**src/design/gha_ram.sv**
```systemverilog
// ----------------------------------------------------------------------------
// gha_ram
// Generic single-write, single-read synchronous RAM with a registered read
// port. Contents are not reset.
// ----------------------------------------------------------------------------
`default_nettype none

module gha_ram #(
  parameter int WIDTH = 8,
  parameter int DEPTH = 16
) (
  input  wire logic                     clk_i,
  input  wire logic                     wr_en_i,
  input  wire logic [$clog2(DEPTH)-1:0] wr_addr_i,
  input  wire logic [WIDTH-1:0]         wr_data_i,
  input  wire logic [$clog2(DEPTH)-1:0] rd_addr_i,
  output logic      [WIDTH-1:0]         rd_data_o
);

  logic [WIDTH-1:0] mem_q [DEPTH];
  logic [WIDTH-1:0] rd_data_q;

  // Write port
  always_ff @(posedge clk_i) begin
    if (wr_en_i) begin
      mem_q[wr_addr_i] <= wr_data_i;
    end
  end

  // Registered read port
  always_ff @(posedge clk_i) begin
    rd_data_q <= mem_q[rd_addr_i];
  end

  assign rd_data_o = rd_data_q;

endmodule

`default_nettype wire

```
**config.mk**
```make
export PLATFORM = sky130hd
export DESIGN_NAME = gha_ram
export DESIGN_NICKNAME = d
export VERILOG_FILES = /design/src/design/gha_ram.sv
export SDC_FILE = /design/constraint.sdc
export NUM_CORES = 1
export LEC_CHECK = 0
export BUFFER_PORTS_ARGS = -buffer_cell sky130_fd_sc_hd__buf_2
export CORE_ASPECT_RATIO = 1.75
export CORE_UTILIZATION = 49
export DETAILED_ROUTE_END_ITERATION = 6
export PLACE_DENSITY = 0.69
export SKIP_LAST_GASP = 1
export SLEW_MARGIN = 20
export SYNTH_ARGS = -nofsm -noshare
export SYNTH_HDL_FRONTEND = slang
export SYNTH_SLANG_ARGS = --single-unit
export TNS_END_PERCENT = 10
```
**constraint.sdc**
```tcl
create_clock -name clk_i -period 1.5 [get_ports clk_i]
set_input_delay 0.075 -clock clk_i [delete_from_list [all_inputs] [get_ports clk_i]]
set_output_delay 0.075 -clock clk_i [all_outputs]
set_load 0.005 [all_outputs]
```
After elaboration in Yosys (flattened, before gate mapping)
Memories as Yosys holds them, arrays and structs flattened. A register that Yosys moved wholly into a read port is not among the register bits.
Cells that the tools add are included.
Cells by class
  mux-type cells: 2
Operator list (number)
  2-to-1 mux 1 bit: 2
Storage, ports and cells
  output and inout port bits: 8
  register bits: 0
  bits in writable memories: 128
  memories kept: 1
Memories
  mem_q: words 16, width 8, read ports 1, clocked after memory_dff 1, write ports 1, RTL line 20  | logic [WIDTH-1:0] mem_q [DEPTH];

Logic depth before layout (Yosys ltp)
  word-level depth: 2
  gate-level depth with buffers: 5
  depth with buffers taken out: 3

Worst setup path before layout
No wires, ideal clock.
  path type: input -> register
  start: in wr_addr_i[2]
  end: mem mem_q[0][0] (enable)
  data arrival time: 1.185 ns
  setup time: 0.383 ns
  path slack: -0.068 ns
  required time: 1.117 ns
  stages on the path: 2
  buffers on the path: 0
  cells stage by stage: or3b_2 -> nor3_1
RTL lines
  start: declaration: RTL line 14  | input wire logic [$clog2(DEPTH)-1:0] wr_addr_i,
  end: declaration: RTL line 20
Straight into the memory's write port.

==> results.json <==
{
  "status": "complete, no violations",
  "grt_max_degree": 33,
  "wire_per_inst_um": 22.5,
  "synth_top_family_by_area": "multiplexers",
  "dp_cells": 396,
  "cp.arrival_ns": 1.63,
  "min_path_type": "primary input to register",
  "finalHoldWorstSlack_ns": 0.0436,
  "n_antenna_cell": 0,
  "cts_buffers": 17,
  "holdPathStages": 1,
  "die_h_um": 138,
  "ys_async_sr_fraction_pct": 0,
  "rr_worst_depth": 3,
  "cp.required_ns": 1.79,
  "cts_resized": 0,
  "antenna_found_initial": 0,
  "power.leakage_nw": 2.11,
  "setup_ws_ns": 0.164,
  "clock.fmax_mhz": 748,
  "period_share_pct": 89.1,
  "fin_crit_ns": 1.34,
  "clock_skew_ns": 0.00414,
  "final_antenna_net_count": 0,
  "pre_cts_slack_ns": 0.0319,
  "dpl_cell_area_mm2": 0.00556,
  "core_area_mm2": 0.0102,
  "syn-num-nets": 247,
  "yosys.area_share.xor_xnor_pct": 0,
  "rsz0062_at_grt": "no",
  "synth-compound-area-share_pct": 2.33,
  "seq_area_frac_synth_pct": 77.8,
  "nNetsFinal": 306,
  "syn_area_mm2": 0.00515,
  "worstMarginPinSlew_ns": 0.384,
  "drt-total-wl_mm": 9.62,
  "drc": 0,
  "total_power_mw": 8.66,
  "tns_ns": 0,
  "synth.most_common_cell": "edfxtp_1",
  "layout.cells.non_filler": 427,
  "gr-total-overflow": 0,
  "yosysTopAreaCellShare_pct": 74.7,
  "area_growth_pct": 19.1,
  "timing_hold_violations_final": 0,
  "initial_utilization_pct": 50.3,
  "postLayoutCoreUtil_pct": 59.9,
  "muxShareOfSynthArea_pct": 15.0,
  "post-route-cell-area_mm2": 0.00613,
  "die_w_um": 79.5,
  "synth_cell_types": 19,
  "start_kind": "register",
  "layout-drive-gt1-share_pct": 32.0,
  "synthAdderAreaFrac_pct": 0,
  "ys_ff_latch": 136,
  "yosys.area.top_type": "edfxtp_1",
  "dieArea_mm2": 0.0109,
  "ir_worst_vdd_mv": 0.901,
  "port_buffers": 25,
  "crit_fanout": 1,
  "synthFlopType": "edfxtp_1",
  "root_buffer": "clkbuf_16",
  "slew_headroom_pct": 74.4,
  "crit_type": "register to register",
  "design.portCount": 26,
  "track_usage_pct": 19.8,
  "powerDensity_mw_per_mm2": 1410,
  "clk_pin_slew_ns": 0.05,
  "rows": 49,
  "synth_common_cells": "128 x edfxtp_1, 18 x mux4_2, 16 x a22oi_1",
  "gp_congestion": 0.767,
  "first_pass_iters": 5,
  "grt_first_pass_wirelength_mm": 14.4,
  "cts_tree": "done",
  "cts.path.max_buffers": 2,
  "cts_setup_buffers": 0,
  "yosys_warnings": 0,
  "synthTopCellsByArea": "edfxtp_1 75%, mux4_2 7.9%, mux4_1 7.1%",
  "hold_buffers": 0,
  "setup_viol": 0,
  "cts.sinks": 136,
  "grt_pass1_vias": 2565,
  "cts_max_level": 4,
  "max_cap_viol_count": 0,
  "syn_inst": 229,
  "clkLatencyLatePin_ns": 0.41,
  "drv_slew": 0,
  "synth-simple-area-share_pct": 3.18,
  "worst_setup_path_end_kind": "register",
  "vias": 2399,
  "synth_edf_count": 128,
  "viasPerCell": 5.62,
  "syn_area_per_cell_um2": 22.5,
  "hpwl_mm": 6.49,
  "initialDrtViolationCount": 151
}
state kept, by name, indices dropped and copies added, names as in the netlist:
signal and count:
rd_data_o 8, mem_q 128
critical path: stages, from the launching register on:
cell	delay, ns
edfxtp_1	0.36
mux4_2	0.48
a22oi_1	0.27
nand2_1	0.10
area by class of cell:
type,instances,area [um2]
well taps,127,159
repair buffers,50,338
clock inverters,10,129
multi-input cells,83,1060
flip-flops and latches,136,4000
fillers,705,4110
clock buffers,21,440
power breakdown:
group	internal, mW	switching (mW)	leakage [nW]	total, mW
logic	0.179	0.213	0.612	0.391
clock network	2.58	1.42	0.274	4.00
registers	4.25	0.0236	1.22	4.27
cell usage in the layout, fill, tap and decap left out:
master        n
and2b_1       1
nand2b_1      2
clkinv_1      1
nor2b_1       1
edfxtp_1    128
a22oi_1      16
dfxtp_1       8
clkinvlp_4    2
nor2_1       13
buf_12        2
and2_1        1
buf_2        25
bufinv_16     3
nand3_1       1
nand3b_1      2
or3b_2        1
nand2_1       9
clkbuf_16    17
clkinv_2      4
mux4_2       18
mux4_1       14
nor3_1        3
clkbuf_1      4
buf_4        23
nor3_2        1
cell families after synthesis:
family	count (synthesis)
and+or+nand+nor	35
DFF	136
AOI/OAI and AO/OA	16
buffers and inverters	10
muxes	32
path summary, 6_finish.rpt:
path / start / endpoint / slack, ns
hold / removal: wr_data_i[7] / mem_q[15][7]$_DFFE_PP_ / 0.04
setup / recovery: mem_q[3][4]$_DFFE_PP_ / rd_data_o[4]$_DFF_P_ / 0.16
hold reg to reg: mem_q[6][2]$_DFFE_PP_ / rd_data_o[2]$_DFF_P_ / 0.66
setup reg to reg: mem_q[3][4]$_DFFE_PP_ / rd_data_o[4]$_DFF_P_ / 0.16
metal layers:
metal | GRT usage (%) | wire length, um | up-vias
met5 | 0 | 0 | -
met4 | 10.1 | 244 | 0
met3 | 4.83 | 462 | 19
met2 | 35.0 | 5440 | 75
met1 | 21.6 | 3470 | 1219
li1 | - | - | 1086
No activity file was read; power rests on OpenSTA's default activity.
